### src/hdl/itf_pkg.sv
`default_nettype none

package itf_pkg;

  // fixed field widths
  localparam int VALUE_W = 64;
  localparam int POS_W   = 7;
  localparam int WID_W   = 7;
  localparam int PREC_W  = 6;

  // saturation limits and default digit store depth
  localparam int MAX_WIDTH       = 64;
  localparam int MAX_PRECISION   = 61;
  localparam int DIGIT_DEPTH_DEF = 22;

  // binary to decimal conversion: bits shifted in per cycle
  localparam int CONV_BITS  = 4;
  localparam int CONV_STEPS = VALUE_W / CONV_BITS;
  localparam int CONV_CNT_W = $clog2(CONV_STEPS);

  // radix codes
  localparam logic [1:0] RADIX_DEC = 2'd0;
  localparam logic [1:0] RADIX_OCT = 2'd1;
  localparam logic [1:0] RADIX_HEX = 2'd2;

  // ascii
  localparam logic [7:0] CH_SPACE = 8'h20;
  localparam logic [7:0] CH_ZERO  = 8'h30;
  localparam logic [7:0] CH_MINUS = 8'h2D;
  localparam logic [7:0] CH_PLUS  = 8'h2B;
  localparam logic [7:0] CH_UPPER_X = 8'h58;
  localparam logic [7:0] CH_UPPER_A = 8'h41;
  localparam logic [7:0] LC_MASK  = 8'h20;

  // controller to datapath commands
  typedef struct packed {
    logic load;
    logic split;
    logic conv;
    logic scan;
    logic plan1;
    logic plan2;
    logic emit;
  } ctl_cmd_t;

  // datapath to controller status
  typedef struct packed {
    logic in_dec;
    logic conv_last;
    logic scan_done;
    logic emit_last;
  } ctl_sts_t;

  function automatic logic [7:0] digit_char(input logic [3:0] d, input logic lc);
    logic [7:0] c;
    if (d < 4'd10) begin
      c = CH_ZERO + {4'd0, d};
    end else begin
      c = CH_UPPER_A + {4'd0, d} - 8'd10;
    end
    return lc ? (c | LC_MASK) : c;
  endfunction

endpackage

`default_nettype wire

### src/hdl/itf_ctrl.sv
`default_nettype none

module itf_ctrl
  import itf_pkg::*;
(
  input  logic     clk,
  input  logic     rst,
  input  logic     start,
  input  ctl_sts_t sts,
  output logic     busy,
  output ctl_cmd_t cmd
);

  localparam logic [2:0] S_IDLE  = 3'd0;
  localparam logic [2:0] S_SPLIT = 3'd1;
  localparam logic [2:0] S_CONV  = 3'd2;
  localparam logic [2:0] S_SCAN  = 3'd3;
  localparam logic [2:0] S_PLAN1 = 3'd4;
  localparam logic [2:0] S_PLAN2 = 3'd5;
  localparam logic [2:0] S_EMIT  = 3'd6;

  logic [2:0] state;
  logic [2:0] state_next;
  logic       accept;

  assign busy   = (state != S_IDLE);
  assign accept = start && (state == S_IDLE);

  always_comb begin
    state_next = state;
    unique case (state)
      S_IDLE: begin
        if (accept) begin
          state_next = sts.in_dec ? S_CONV : S_SPLIT;
        end
      end
      S_SPLIT: state_next = S_SCAN;
      S_CONV: begin
        if (sts.conv_last) begin
          state_next = S_SCAN;
        end
      end
      S_SCAN: begin
        if (sts.scan_done) begin
          state_next = S_PLAN1;
        end
      end
      S_PLAN1: state_next = S_PLAN2;
      S_PLAN2: state_next = S_EMIT;
      S_EMIT: begin
        if (sts.emit_last) begin
          state_next = S_IDLE;
        end
      end
      default: state_next = S_IDLE;
    endcase
  end

  always_ff @(posedge clk) begin
    if (rst) begin
      state <= S_IDLE;
    end else begin
      state <= state_next;
    end
  end

  always_comb begin
    cmd.load  = accept;
    cmd.split = (state == S_SPLIT);
    cmd.conv  = (state == S_CONV);
    cmd.scan  = (state == S_SCAN);
    cmd.plan1 = (state == S_PLAN1);
    cmd.plan2 = (state == S_PLAN2);
    cmd.emit  = (state == S_EMIT);
  end

endmodule

`default_nettype wire

### src/hdl/itf_datapath.sv
`default_nettype none

module itf_datapath
  import itf_pkg::*;
#(
  parameter int DIGIT_DEPTH = DIGIT_DEPTH_DEF
) (
  input  logic               clk,
  input  logic               rst,
  input  ctl_cmd_t           cmd,
  output ctl_sts_t           sts,
  input  logic [VALUE_W-1:0] value,
  input  logic [1:0]         radix,
  input  logic               is_signed,
  input  logic               force_plus,
  input  logic               space_sign,
  input  logic               alt_prefix,
  input  logic               lower_case,
  input  logic               left_align,
  input  logic               zero_pad,
  input  logic [WID_W-1:0]   min_width,
  input  logic [PREC_W-1:0]  min_digits,
  output logic [7:0]         char_out,
  output logic               last,
  output logic               char_valid
);

  localparam int IDX_W = $clog2(DIGIT_DEPTH);

  // per-transaction options
  logic [VALUE_W-1:0] mag;
  logic               is_hex;
  logic               lc;
  logic               left;
  logic               zpad;
  logic               lead;
  logic               sign_len;
  logic [7:0]         sign_ch;
  logic [1:0]         pfx_len;
  logic [POS_W-1:0]   wsat;
  logic [POS_W-1:0]   psat;

  // digits, least significant first
  logic [3:0]            digits [DIGIT_DEPTH];
  logic [3:0]            dab    [DIGIT_DEPTH];
  logic [3:0]            split_dig [DIGIT_DEPTH];
  logic [VALUE_W-1:0]    mag_shift;
  logic [CONV_CNT_W-1:0] conv_cnt;
  logic [IDX_W-1:0]      idx;
  logic [3:0]            cur_dig;

  // plan
  logic [POS_W-1:0] nd;
  logic [POS_W-1:0] prec_eff;
  logic [POS_W-1:0] fixed_len;
  logic [POS_W-1:0] pad;
  logic [POS_W-1:0] zeros;
  logic [POS_W-1:0] b1, b2, b3, b5, b6;
  logic [POS_W-1:0] b1_n, b2_n, b3_n, b4_n, b5_n, b6_n;
  logic [POS_W-1:0] last_pos;
  logic [POS_W-1:0] pos;
  logic [7:0]       ch;

  logic             neg_in;
  logic [VALUE_W-1:0] mag_in;

  assign neg_in = is_signed && value[VALUE_W-1];
  assign mag_in = neg_in ? (~value + VALUE_W'(1)) : value;

  // double dabble, several bits per cycle
  always_comb begin
    mag_shift = mag;
    for (int d = 0; d < DIGIT_DEPTH; d++) begin
      dab[d] = digits[d];
    end
    for (int k = 0; k < CONV_BITS; k++) begin
      for (int d = 0; d < DIGIT_DEPTH; d++) begin
        if (dab[d] >= 4'd5) begin
          dab[d] = dab[d] + 4'd3;
        end
      end
      for (int d = DIGIT_DEPTH - 1; d > 0; d--) begin
        dab[d] = {dab[d][2:0], dab[d-1][3]};
      end
      dab[0] = {dab[0][2:0], mag_shift[VALUE_W-1]};
      mag_shift = mag_shift << 1;
    end
  end

  // octal and hex digits are plain bit slices
  always_comb begin
    logic [VALUE_W-1:0] sho;
    logic [VALUE_W-1:0] shh;
    for (int i = 0; i < DIGIT_DEPTH; i++) begin
      sho = mag >> (3 * i);
      shh = mag >> (4 * i);
      split_dig[i] = is_hex ? shh[3:0] : {1'b0, sho[2:0]};
    end
  end

  assign cur_dig = digits[idx];
  assign nd      = POS_W'(idx) + POS_W'(1);

  always_comb begin
    prec_eff  = (psat > nd) ? psat : nd;
    fixed_len = POS_W'(sign_len) + POS_W'(pfx_len) + prec_eff;
  end

  always_comb begin
    b1_n = lead ? pad : '0;
    b2_n = b1_n + POS_W'(sign_len);
    b3_n = b2_n + POS_W'(pfx_len);
    b4_n = b3_n + (zpad ? pad : '0);
    b5_n = b4_n + zeros;
    b6_n = b5_n + nd;
  end

  // character at the current position
  always_comb begin
    if (pos < b1) begin
      ch = CH_SPACE;
    end else if (pos < b2) begin
      ch = sign_ch;
    end else if (pos < b3) begin
      ch = (pos == b2) ? CH_ZERO : (lc ? (CH_UPPER_X | LC_MASK) : CH_UPPER_X);
    end else if (pos < b5) begin
      ch = CH_ZERO;
    end else if (pos < b6) begin
      ch = digit_char(cur_dig, lc);
    end else begin
      ch = CH_SPACE;
    end
  end

  always_comb begin
    sts.in_dec    = (radix != RADIX_OCT) && (radix != RADIX_HEX);
    sts.conv_last = (conv_cnt == CONV_CNT_W'(CONV_STEPS - 1));
    sts.scan_done = (cur_dig != 4'd0) || (idx == '0);
    sts.emit_last = (pos == last_pos);
  end

  always_ff @(posedge clk) begin
    if (cmd.load) begin
      mag      <= mag_in;
      is_hex   <= (radix == RADIX_HEX);
      lc       <= lower_case;
      left     <= left_align;
      zpad     <= zero_pad && !left_align;
      lead     <= !zero_pad && !left_align;
      sign_len <= is_signed && (value[VALUE_W-1] || force_plus || space_sign);
      sign_ch  <= neg_in ? CH_MINUS : (force_plus ? CH_PLUS : CH_SPACE);
      if (alt_prefix && radix == RADIX_HEX) begin
        pfx_len <= 2'd2;
      end else if (alt_prefix && radix == RADIX_OCT) begin
        pfx_len <= 2'd1;
      end else begin
        pfx_len <= 2'd0;
      end
      wsat     <= (min_width > WID_W'(MAX_WIDTH)) ? POS_W'(MAX_WIDTH) : POS_W'(min_width);
      psat     <= (min_digits > PREC_W'(MAX_PRECISION)) ?
                  POS_W'(MAX_PRECISION) : POS_W'(min_digits);
      conv_cnt <= '0;
      idx      <= IDX_W'(DIGIT_DEPTH - 1);
      for (int d = 0; d < DIGIT_DEPTH; d++) begin
        digits[d] <= 4'd0;
      end
    end
    if (cmd.split) begin
      for (int d = 0; d < DIGIT_DEPTH; d++) begin
        digits[d] <= split_dig[d];
      end
    end
    if (cmd.conv) begin
      for (int d = 0; d < DIGIT_DEPTH; d++) begin
        digits[d] <= dab[d];
      end
      mag      <= mag_shift;
      conv_cnt <= conv_cnt + CONV_CNT_W'(1);
    end
    if (cmd.scan && !sts.scan_done) begin
      idx <= idx - IDX_W'(1);
    end
    if (cmd.plan1) begin
      pad   <= (wsat > fixed_len) ? (wsat - fixed_len) : '0;
      zeros <= prec_eff - nd;
    end
    if (cmd.plan2) begin
      b1       <= b1_n;
      b2       <= b2_n;
      b3       <= b3_n;
      b5       <= b5_n;
      b6       <= b6_n;
      last_pos <= (left ? (b6_n + pad) : b6_n) - POS_W'(1);
      pos      <= '0;
    end
    if (cmd.emit) begin
      pos      <= pos + POS_W'(1);
      char_out <= ch;
      last     <= sts.emit_last;
      if ((pos >= b5) && (pos < b6) && (idx != '0)) begin
        idx <= idx - IDX_W'(1);
      end
    end
  end

  always_ff @(posedge clk) begin
    if (rst) begin
      char_valid <= 1'b0;
    end else begin
      char_valid <= cmd.emit;
    end
  end

endmodule

`default_nettype wire

### src/hdl/integer_to_text_formatter.sv
`default_nettype none

// integer_to_text_formatter: printf style integer conversion to ascii
//
// input: a transaction is taken at a rising edge with start high and busy
// low; value and the option ports are sampled at that edge only
// output: one character per cycle on char_out, flagged by char_valid for
// exactly one cycle; last marks the final character of the value
// the receiver cannot stall, characters come out back to back
//
// sequence: decimal values run through the binary to bcd unit
// (four bits per cycle), octal and hex digits are sliced from the bits;
// then a top-down scan looks for the leading digit, the plan1 and plan2
// states size the padding, and N characters follow at one per cycle
// (N = 1..64). busy falls with the last character, so a new
// transaction can be taken the cycle it is shown
//
// reset: synchronous, clears the controller and char_valid; a value in
// flight is dropped

module integer_to_text_formatter
  import itf_pkg::*;
#(
  parameter int DIGIT_DEPTH = DIGIT_DEPTH_DEF
) (
  input  logic               clk,
  input  logic               rst,
  input  logic               start,
  output logic               busy,
  input  logic [VALUE_W-1:0] value,
  input  logic [1:0]         radix,
  input  logic               is_signed,
  input  logic               force_plus,
  input  logic               space_sign,
  input  logic               alt_prefix,
  input  logic               lower_case,
  input  logic               left_align,
  input  logic               zero_pad,
  input  logic [WID_W-1:0]   min_width,
  input  logic [PREC_W-1:0]  min_digits,
  output logic [7:0]         char_out,
  output logic               last,
  output logic               char_valid
);

  // command and status between sequencer and datapath
  ctl_cmd_t cmd;
  ctl_sts_t sts;

  itf_ctrl u_ctrl (
    .clk   (clk),
    .rst   (rst),
    .start (start),
    .sts   (sts),
    .busy  (busy),
    .cmd   (cmd)
  );

  // digit store, conversion, padding plan and character select
  itf_datapath #(
    .DIGIT_DEPTH (DIGIT_DEPTH)
  ) u_datapath (
    .clk        (clk),
    .rst        (rst),
    .cmd        (cmd),
    .sts        (sts),
    .value      (value),
    .radix      (radix),
    .is_signed  (is_signed),
    .force_plus (force_plus),
    .space_sign (space_sign),
    .alt_prefix (alt_prefix),
    .lower_case (lower_case),
    .left_align (left_align),
    .zero_pad   (zero_pad),
    .min_width  (min_width),
    .min_digits (min_digits),
    .char_out   (char_out),
    .last       (last),
    .char_valid (char_valid)
  );

  // a character that is not the last one is shown only while still busy
  a_mid_char_busy: assert property (@(posedge clk) disable iff (rst)
    (char_valid && !last) |-> busy)
    else $error("character shown mid transaction while idle");

  // the last character comes out as busy drops
  a_last_idle: assert property (@(posedge clk) disable iff (rst)
    (char_valid && last) |-> !busy)
    else $error("still busy on last character");

  // nothing follows the last character until the next value is converted
  a_last_gap: assert property (@(posedge clk) disable iff (rst)
    (char_valid && last) |=> !char_valid)
    else $error("character after last");

  // an accepted transaction starts with conversion, not output
  a_accept: assert property (@(posedge clk) disable iff (rst)
    (start && !busy) |=> (busy && !char_valid))
    else $error("bad state after accept");

endmodule

`default_nettype wire
### config.mk
export PLATFORM = sky130hd
export DESIGN_NAME = integer_to_text_formatter
export DESIGN_NICKNAME = d
export VERILOG_FILES = /design/src/hdl/itf_pkg.sv /design/src/hdl/itf_ctrl.sv /design/src/hdl/itf_datapath.sv /design/src/hdl/integer_to_text_formatter.sv
export SDC_FILE = /design/constraint.sdc
export NUM_CORES = 1
export LEC_CHECK = 0
export BUFFER_PORTS_ARGS = -buffer_cell sky130_fd_sc_hd__clkbuf_2
export CAP_MARGIN = 20
export CORE_MARGIN = 2
export CORE_UTILIZATION = 28
export CTS_BUF_LIST = sky130_fd_sc_hd__clkbuf_2 sky130_fd_sc_hd__clkbuf_4 sky130_fd_sc_hd__clkbuf_8
export CTS_CLUSTER_DIAMETER = 80
export CTS_CLUSTER_SIZE = 40
export DETAILED_ROUTE_END_ITERATION = 8
export PLACE_DENSITY = 0.51
export SLEW_MARGIN = 15
export SYNTH_ARGS = -nofsm -noshare
export SYNTH_HDL_FRONTEND = slang
export SYNTH_SLANG_ARGS = --single-unit
### constraint.sdc
create_clock -name clk -period 16.1 [get_ports clk]
set_input_delay 0.805 -clock clk [delete_from_list [all_inputs] [get_ports clk]]
set_output_delay 0.805 -clock clk [all_outputs]
set_load 0.01 [all_outputs]
* Yosys cells after proc, flatten, opt, wreduce, memory -nomap -nowiden
Memories as Yosys holds them, arrays and structs flattened. A register that Yosys moved wholly into a read port is not among the register bits.
Index checks and enable logic that the tools add are counted.
** Word-level totals
- Bits in writable memories :: 88
- Input bits :: 89
- Register bits :: 179
- Output and inout bits :: 11
- Memories :: 1
- Logic and storage cells :: 513
** Memories
- u_datapath.digits :: words 22, bits a word 4, rd ports 23, clocked after memory_dff 1, wr ports 22, RTL line itf_datapath.sv:44 : logic [3:0] digits [DIGIT_DEPTH];
** Cells by class
- Reduce and logical (&&, ||, !) cells :: 25
- Bitwise logic cells :: 45
- Mux-type cells :: 191
- Order comparisons :: 99
- $add $sub $neg :: 107
- Equal/unequal tests :: 17
** Operator list (count)
- 2-to-1 mux 4 bit :: 147
- greater-or-equal comparator 4 x 3 -> 1 bit (second input constant) :: 88
- adder 4 x 2 -> 4 bit (second input constant) :: 84
- 2-to-1 mux 64 bit :: 3
- adder 64 x 1 -> 64 bit (second input constant) :: 1
- inverter 64 bit :: 1
- 2-to-1 mux 8 bit :: 6
- bitwise OR 1 bit :: 44
- 2-to-1 mux 7 bit :: 6
- 2-to-1 mux 3 bit :: 13
- adder 7 bit :: 5
- < comparator 7 bit :: 5
- case mux 3 bit (7 select lines) :: 1
- 2-to-1 mux 5 bit :: 4
- equality test 7 bit :: 2
- greater-than comparator 7 bit :: 2
- subtractor 7 bit :: 2
- adder 3 x 2 -> 3 bit (second input constant) :: 4
- 2-to-1 mux 6 bit :: 2
- logical AND 1 bit :: 11
- equality test 3 bit (second input constant) :: 3
- adder 7 x 4 -> 8 bit (first input constant) :: 1
- 2-to-1 mux 1 bit :: 8
- subtractor 8 x 4 -> 8 bit (second input constant) :: 1
- other kinds (30) :: 40

* Logic depth before layout (Yosys ltp)
Gate-level depths: netlist of the first run.
An unclocked memory read counts as a cell.
- Depth after elaboration :: 10
- Gate-level depth with buffers :: 28

* Hierarchy
From an unflattened synthesis of the first run, not the netlist that was laid out.
** Second synthesis, totals
- Cells, all modules :: 3014
- Area, all modules :: 26750.7 sq um
** Modules (own cells, without submodules)
- itf_datapath :: cells each 2982, area an instance 26487.9 sq um, times used 1, seq. area each 7617.3 sq um
- itf_ctrl :: cells each 32, area an instance 262.8 sq um, times used 1, seq. area each 60.1 sq um

* Least setup slack after synthesis of the first run
OpenSTA, ideal clock, no wires.
- Path kind :: input to register
- Start point :: input port start
- End point :: memory u_datapath.digits[0][0], enable pin
- Buffers on the path :: 0
- Arrival :: 7034 ps
- Stages :: 2
- Setup slack :: 8415 ps
- Path through :: nor3_1 -> a211oi_1
** RTL lines
- start, declared :: RTL line integer_to_text_formatter.sv:28 : input logic start,
- end, declared :: RTL line itf_datapath.sv:44

* Worst setup path in the final report of the first run
- Start point :: register u_datapath.idx[1]
- End point :: register u_datapath.pad[6], data pin
** On the way
- Word-level cells in the longest chain between the ends :: 5
** Ends and longest elaborated chain
- start, declared :: RTL line itf_datapath.sv:49 : logic [IDX_W-1:0] idx;
- start signal, assigned :: RTL line itf_datapath.sv:163 : idx <= IDX_W'(DIGIT_DEPTH - 1);
- start signal, assigned :: RTL line itf_datapath.sv:181 : idx <= idx - IDX_W'(1);
- start signal, assigned :: RTL line itf_datapath.sv:201 : idx <= idx - IDX_W'(1);
- adder 5 x 1 -> 6 bit (*) :: RTL line itf_datapath.sv:102 : assign nd = POS_W'(idx) + POS_W'(1);
- greater-than comparator 7 bit :: RTL line itf_datapath.sv:105 : prec_eff = (psat > nd) ? psat : nd;
- 2-to-1 mux 7 bit (*) :: RTL line itf_datapath.sv:105
- adder 7 bit (*) :: RTL line itf_datapath.sv:106 : fixed_len = POS_W'(sign_len) + POS_W'(pfx_len) + prec_eff;
- subtractor 7 bit or greater-than comparator 7 bit (tied branches) :: RTL line itf_datapath.sv:184 : pad <= (wsat > fixed_len) ? (wsat - fixed_len) : '0;
- end signal, assigned :: RTL line itf_datapath.sv:184
- end, declared :: RTL line itf_datapath.sv:56 : logic [POS_W-1:0] pad;
Every way passes the cells marked *; elsewhere a longest branch is shown, timed or not.
A chain may end at the register's enable or synchronous reset.

==> results.yml, run 1 <==
clock_network:
  cts_buffer_depth: 3
  cts_made_buffers: 25
  postCtsSetupBuffers: 0
  cts-root-buf: "clkbuf_8"
  clk_pin_slew_ns: 0.15
  worstSkewPairLatency_ns: 0.67
  postCtsHoldBufs: 0
  cts_sinks: 260
  cts_tree: "done"
  cts_resized: 0
  htree_levels: 1
yosys:
  synth_flop_cell: "edfxtp_1"
  synth_cell_types: 80
  syn_inst: 2857
  synth_edf_count: 247
  synth.cell_area_um2: 25600
  ys_ff_latch: 260
  synth-simple-area-share: 0.154
  synth_area_per_cell_um2: 8.95
  async_flop_share: 0
  synth_adder_area_share: 0.139
  synthMuxAreaShare: 0.109
  synth_xor_area_frac: 0.0658
  yosys_warnings: 0
  synth_compound_area_frac: 0.172
  synthesis.nets: 3222
  synth_top_family_by_area: "compound AO/OA/AOI/OAI gates"
  seq_area_frac_synth: 0.300
route:
  routedWlPerCell_um: 16.7
  vias: 20100
  dr.pass1.iters: 5
  vias_per_cell: 4.90
  route.detailed.drc: 0
  drt-initial-drc-count: 1223
  ant_nets: 0
  drt_wl_total_um: 68700
timing:
  max_freq_mhz: 161
  rsz0062_at_grt: "false"
  worstMarginPinSlew_ns: 1.06
  slew_headroom: 0.296
  clock_skew_ns: 0.0450
  timing.final.crit_share: 0.386
  fin_setup_tns_ns: 0
  min_period_ns: 6.21
  setup_ws_ns: 9.89
  setup_viol_count_final: 0
  final_hold_viol_count: 0
  report.final.slew_viol_count: 0
floorplanning:
  die_h_um: 306
  initial_core_util: 0.283
  die-width_um: 306
  core_um2: 90300
  num_rows: 110
  die_area_um2: 93700
  num_io_pins: 100
placement:
  dp_slack_ns: 9.92
  placedInstanceArea_um2: 27400
  dp_hpwl_um: 53500
  io_buffer_count: 98
  place_congestion: 0.829
global_route:
  met3_usage: 0.0182
  grt_max_degree: 108
  grt_pass1_vias: 19300
  antenna_found_initial: 6
  top_usage_layer: "met2"
  use_met2: 0.235
  grt_overflow: 0
  grt_util_all_layers: 0.145
  grt_util_met1: 0.206
  grt_pass1_wl_um: 109000
cells_and_area:
  synthToLayoutAreaGrowth_pct: 9.65
  nets: 3275
  top_regs: "u_datapath.digits: 88 flops, u_datapath.mag: 64 flops"
  largest_reg_flops: 88
  drive_gt1_frac: 0.104
  fin_area_um2: 28000
  regMostFlops: "u_datapath.digits"
  fillers: 9491
setup_path:
  cp_max_fo: 17
  path_class: "register to register"
  required_ns: 16.50
  worstPathArrival_ns: 6.62
  start_kind: "register"
  worstSetupEndpointType: "register"
hold_path:
  hp-class: "input port to register"
flow_run:
  drv_cap: 0
run_status:
  status: "finished, final reports clean"
-- logic make-up (layout without fill, tap and decap cells) --
logic type               Yosys count  count (layout)
XOR/XNOR                         192             192
flip-flops                       260             260
adder cells (fa/ha/maj)          277             277
AO/OA/AOI/OAI                    704             704
AND/OR/NAND/NOR                  783             783
buffers and inverters            401             473
other                              1               5
multiplexers                     239             239
-- cell usage in the layout (no fill, tap or decap), drive strengths merged, types with 23 or more instances in the layout --
| cell | n |
|---|---|
| a211oi | 54 |
| clkbuf | 125 |
| inv | 322 |
| o31ai | 33 |
| edfxtp | 247 |
| nor3 | 62 |
| nand2b | 74 |
| nor3b | 23 |
| mux2i | 141 |
| a21o | 37 |
| nand3 | 37 |
| or3 | 23 |
| nor2b | 71 |
| nand2 | 231 |
| mux4 | 24 |
| xor2 | 67 |
| a21oi | 166 |
| and2 | 28 |
| xnor2 | 125 |
| ha | 263 |
| o21ai | 237 |
| nor2 | 167 |
| mux2 | 74 |
-- critical path: stages (launching register included) --
cell and delay (ns):
dfxtp_1 0.74, buf_4 0.41, ha_1 0.24, nand3_1 0.09, xnor2_1 0.29, inv_1 0.12, ha_1 0.31, and3_1 0.17
a221oi_1 0.09, a41oi_1 0.61, nor2_1 0.08, a21oi_1 0.21, inv_1 0.07, ha_1 0.23, fa_1 0.48, inv_1 0.07
ha_1 0.29, nor2b_1 0.14, o21ai_0 0.21, a21oi_1 0.12, o21ai_0 0.16, nand2b_1 0.12, a21o_1 0.19, a21o_1 0.18
o21ai_1 0.25, nor2_1 0.10
-- cells in the mapped netlist, drive strengths merged, types with 24 or more instances --
| cell type | n | area [µm²] |
|---|---|---|
| inv | 313 | 1170 |
| edfxtp | 247 | 7420 |
| nor3 | 62 | 322 |
| o21ai | 237 | 1190 |
| a211oi | 54 | 405 |
| mux4 | 24 | 541 |
| mux2 | 74 | 833 |
| nor2 | 167 | 627 |
| xnor2 | 125 | 1090 |
| nor2b | 71 | 444 |
| clkbuf | 76 | 285 |
| a21o | 37 | 278 |
| nand2 | 231 | 867 |
| nand2b | 74 | 463 |
| mux2i | 141 | 1410 |
| ha | 263 | 3290 |
| xor2 | 67 | 587 |
| o31ai | 33 | 262 |
| nand3 | 37 | 185 |
| a21oi | 166 | 831 |
| and2 | 28 | 175 |
-- stage by stage --
stage	util	hold WS, ns	cells
floorplan	-	0.460	2857
global placement	0.303	0.496	4059
detailed placement	0.303	0.493	4059
CTS	0.310	0.302	4105
global route	0.310	0.299	4109
finish	0.310	0.346	4109
-- metal layers --
layer,share of wire,up-vias
li1,-,10300
met1,0.49,9425
met2,0.44,329
met3,0.046,69
met4,0.021,2
met5,0.00012,-
-- worst paths after layout --
check	depth (start not counted)	slack, ns	startpoint	to
setup / recovery	25	9.89	u_datapath.idx[1]	u_datapath.pad[6]
hold / removal	1	0.35	left_align	u_datapath.left
setup reg to reg	25	9.89	u_datapath.idx[1]	u_datapath.pad[6]
hold reg to reg	2	0.51	u_datapath.mag[2]	u_datapath.mag[2]
-- layout make-up --
cell class / count / area (µm²) / share of cell area
clock inverters: 19 / 312 / 0.0111
well taps: 1176 / 1470 / 0.0525
clock buffers: 27 / 359 / 0.0128
multi-input cells: 2196 / 16400 / 0.586
repair buffers: 114 / 611 / 0.0218
diodes: 4 / 10.0 / 0.000357
inverters: 313 / 1170 / 0.0419
flip-flops and latches: 260 / 7680 / 0.274
Power of run 1 is left out: the tool's default activity adds up to more than one toggle a clock period on the data nets, which glitch-free logic cannot reach.
==> inputs of run 2 (changes only) <==
--- a/config.mk
+++ b/config.mk
@@ -13,7 +13,7 @@
 export CTS_CLUSTER_DIAMETER = 80
 export CTS_CLUSTER_SIZE = 40
 export DETAILED_ROUTE_END_ITERATION = 8
-export PLACE_DENSITY = 0.51
+export PLACE_DENSITY = 0.53
 export SLEW_MARGIN = 15
 export SYNTH_ARGS = -nofsm -noshare
 export SYNTH_HDL_FRONTEND = slang
==> constraint.sdc (replaced) <==
create_clock -name clk -period 5.29 [get_ports clk]
set_input_delay 0.2645 -clock clk [delete_from_list [all_inputs] [get_ports clk]]
set_output_delay 0.2645 -clock clk [all_outputs]
set_load 0.01 [all_outputs]
==> results.yml, run 2 (same netlist as run 1, synthesis figures left out) <==
timing:
  report.final.slew_viol_count: 0
  setup_ws_ns: 0.220
  final_hold_viol_count: 0
  setup_viol_count_final: 0
  clock_skew_ns: 0.0396
  worstMarginPinSlew_ns: 0.947
  max_freq_mhz: 197
  fin_setup_tns_ns: 0
  slew_headroom: 0.369
  min_period_ns: 5.07
  timing.final.crit_share: 0.958
setup_path:
  slowest_stage: "fa_2"
  path_cells: "and2_4, ha_4, ha_4, inv_1, fa_2, inv_1, fa_1, ha_2, fa_2, ha_4, a21o_1, a21oi_2, xnor2_2, ha_1, a21oi_1, xor2_1, a21o_1, nand4_1, xnor2_2, xnor2_1"
  cp_max_fo: 3
  worstSetupEndpointType: "register"
  critical_path.max_stage_delay_ns: 0.56
  path_class: "register to register"
  path_common_cell: "ha_4"
  worstPathArrival_ns: 5.46
  start_kind: "register"
  required_ns: 5.68
run_status:
  status: "finished, final reports clean"
placement:
  dp_hpwl_um: 53200
  place_congestion: 0.844
  dp_slack_ns: 0.0149
  io_buffer_count: 98
route:
  drt-initial-drc-count: 1410
  ant_nets: 0
  vias_per_cell: 4.91
  drt_wl_total_um: 69300
  routedWlPerCell_um: 16.5
  vias: 20600
  route.detailed.drc: 0
  dr.pass1.iters: 5
cells_and_area:
  final_common_cell: "inv_1"
  synthToLayoutAreaGrowth_pct: 14.1
  final_cell_mix: "inv_1 (311), ha_1 (256), edfxtp_1 (247)"
  largest_reg_flops: 88
  top_regs: "u_datapath.digits: 88 flops, u_datapath.mag: 64 flops"
  nets: 3369
  drive_gt1_frac: 0.133
  regMostFlops: "u_datapath.digits"
floorplanning:
  core_um2: 90300
  num_rows: 110
  initial_core_util: 0.283
  die-width_um: 306
  die_h_um: 306
  die_area_um2: 93700
  num_io_pins: 100
global_route:
  grt_overflow: 0
  grt_util_all_layers: 0.144
  antenna_found_initial: 3
  grt_pass1_vias: 19400
  grt_max_degree: 117
  grt_pass1_wl_um: 109000
clock_network:
  worstSkewPairLatency_ns: 0.66
  cts_made_buffers: 27
  cts_buffer_depth: 3
  cts_tree: "done"
  clk_pin_slew_ns: 0.12
  htree_levels: 1
  cts_sinks: 260
  cts-root-buf: "clkbuf_8"
hold_path:
  hp-class: "input port to register"
flow_run:
  drv_cap: 0
[run 2: cell types whose count changed in the layout (fill, tap and decap cells not counted), sizes merged]
cell and delta:
buf +46, dlygate4sd3 +46, diode -3, inv +3
clkinv -2, clkinvlp +2, clkbuf +1
[run 2: critical path, delay by kind of cell, from the launching register on]
family | cells | cell delay, ns
AOI/OAI and AO/OA | 4 | 0.71
and+or+nand+nor | 2 | 0.31
xor gates and xnor gates | 4 | 0.59
buffers and inverters | 2 | 0.11
DFF | 1 | 0.43
adders and majority gates | 8 | 2.65
[run 2: metrics by stage]
| stage | std cells | utilization | area, µm² | hold slack, ns |
|---|---|---|---|---|
| after floorplan | 2857 | - | 25600 | 0.337 |
| after global placement | 4094 | 0.306 | 27700 | 0.455 |
| after detailed placement | 4095 | 0.306 | 27700 | 0.467 |
| after CTS | 4192 | 0.320 | 28900 | 0.000891 |
| after global routing | 4202 | 0.323 | 29200 | 0.0405 |
| final | 4202 | 0.323 | 29200 | 0.0473 |
[run 2: path summary, 6_finish.rpt]
kind                                 startpoint                      to  slack, ns  cells past startpoint
worst max-delay path            u_datapath.lead  u_datapath.last_pos[6]       0.22                     20
worst min-delay path                  value[43]      u_datapath.mag[43]       0.05                      3
worst max register to register  u_datapath.lead  u_datapath.last_pos[6]       0.22                     20
worst min register to register    u_datapath.lc  u_datapath.char_out[5]       0.51                      1
[run 2: per-layer routing]
layer  track usage  up-vias  share of wire
met5             0        -              0
met4        0.0264        0          0.017
met3        0.0126       60          0.038
met2         0.237      333           0.46
met1         0.207     9769           0.49
li1              -    10500              -
[run 2: repair_timing]
item / in CTS / in global routing
cloned: 0 / 0
pin swaps: 2 / 13
endpoints found under the hold margin: 50 / 0
hold buffers: 46 / 0
resized for setup: 6 / 49
buffers inserted: 1 / 9
endpoints found under the setup margin: 4 / 28
[run 2: final cells by class]
type                    instances  area, µm²
fillers                      9418      61100
repair buffers                206       1450
multi-input cells            2196      16700
well taps                    1176       1470
inverters                     313       1170
flip-flops and latches        260       7680
clock buffers                  28        385
diodes                          1       2.50
clock inverters                22        329
Power of run 2 is left out for the same reason.
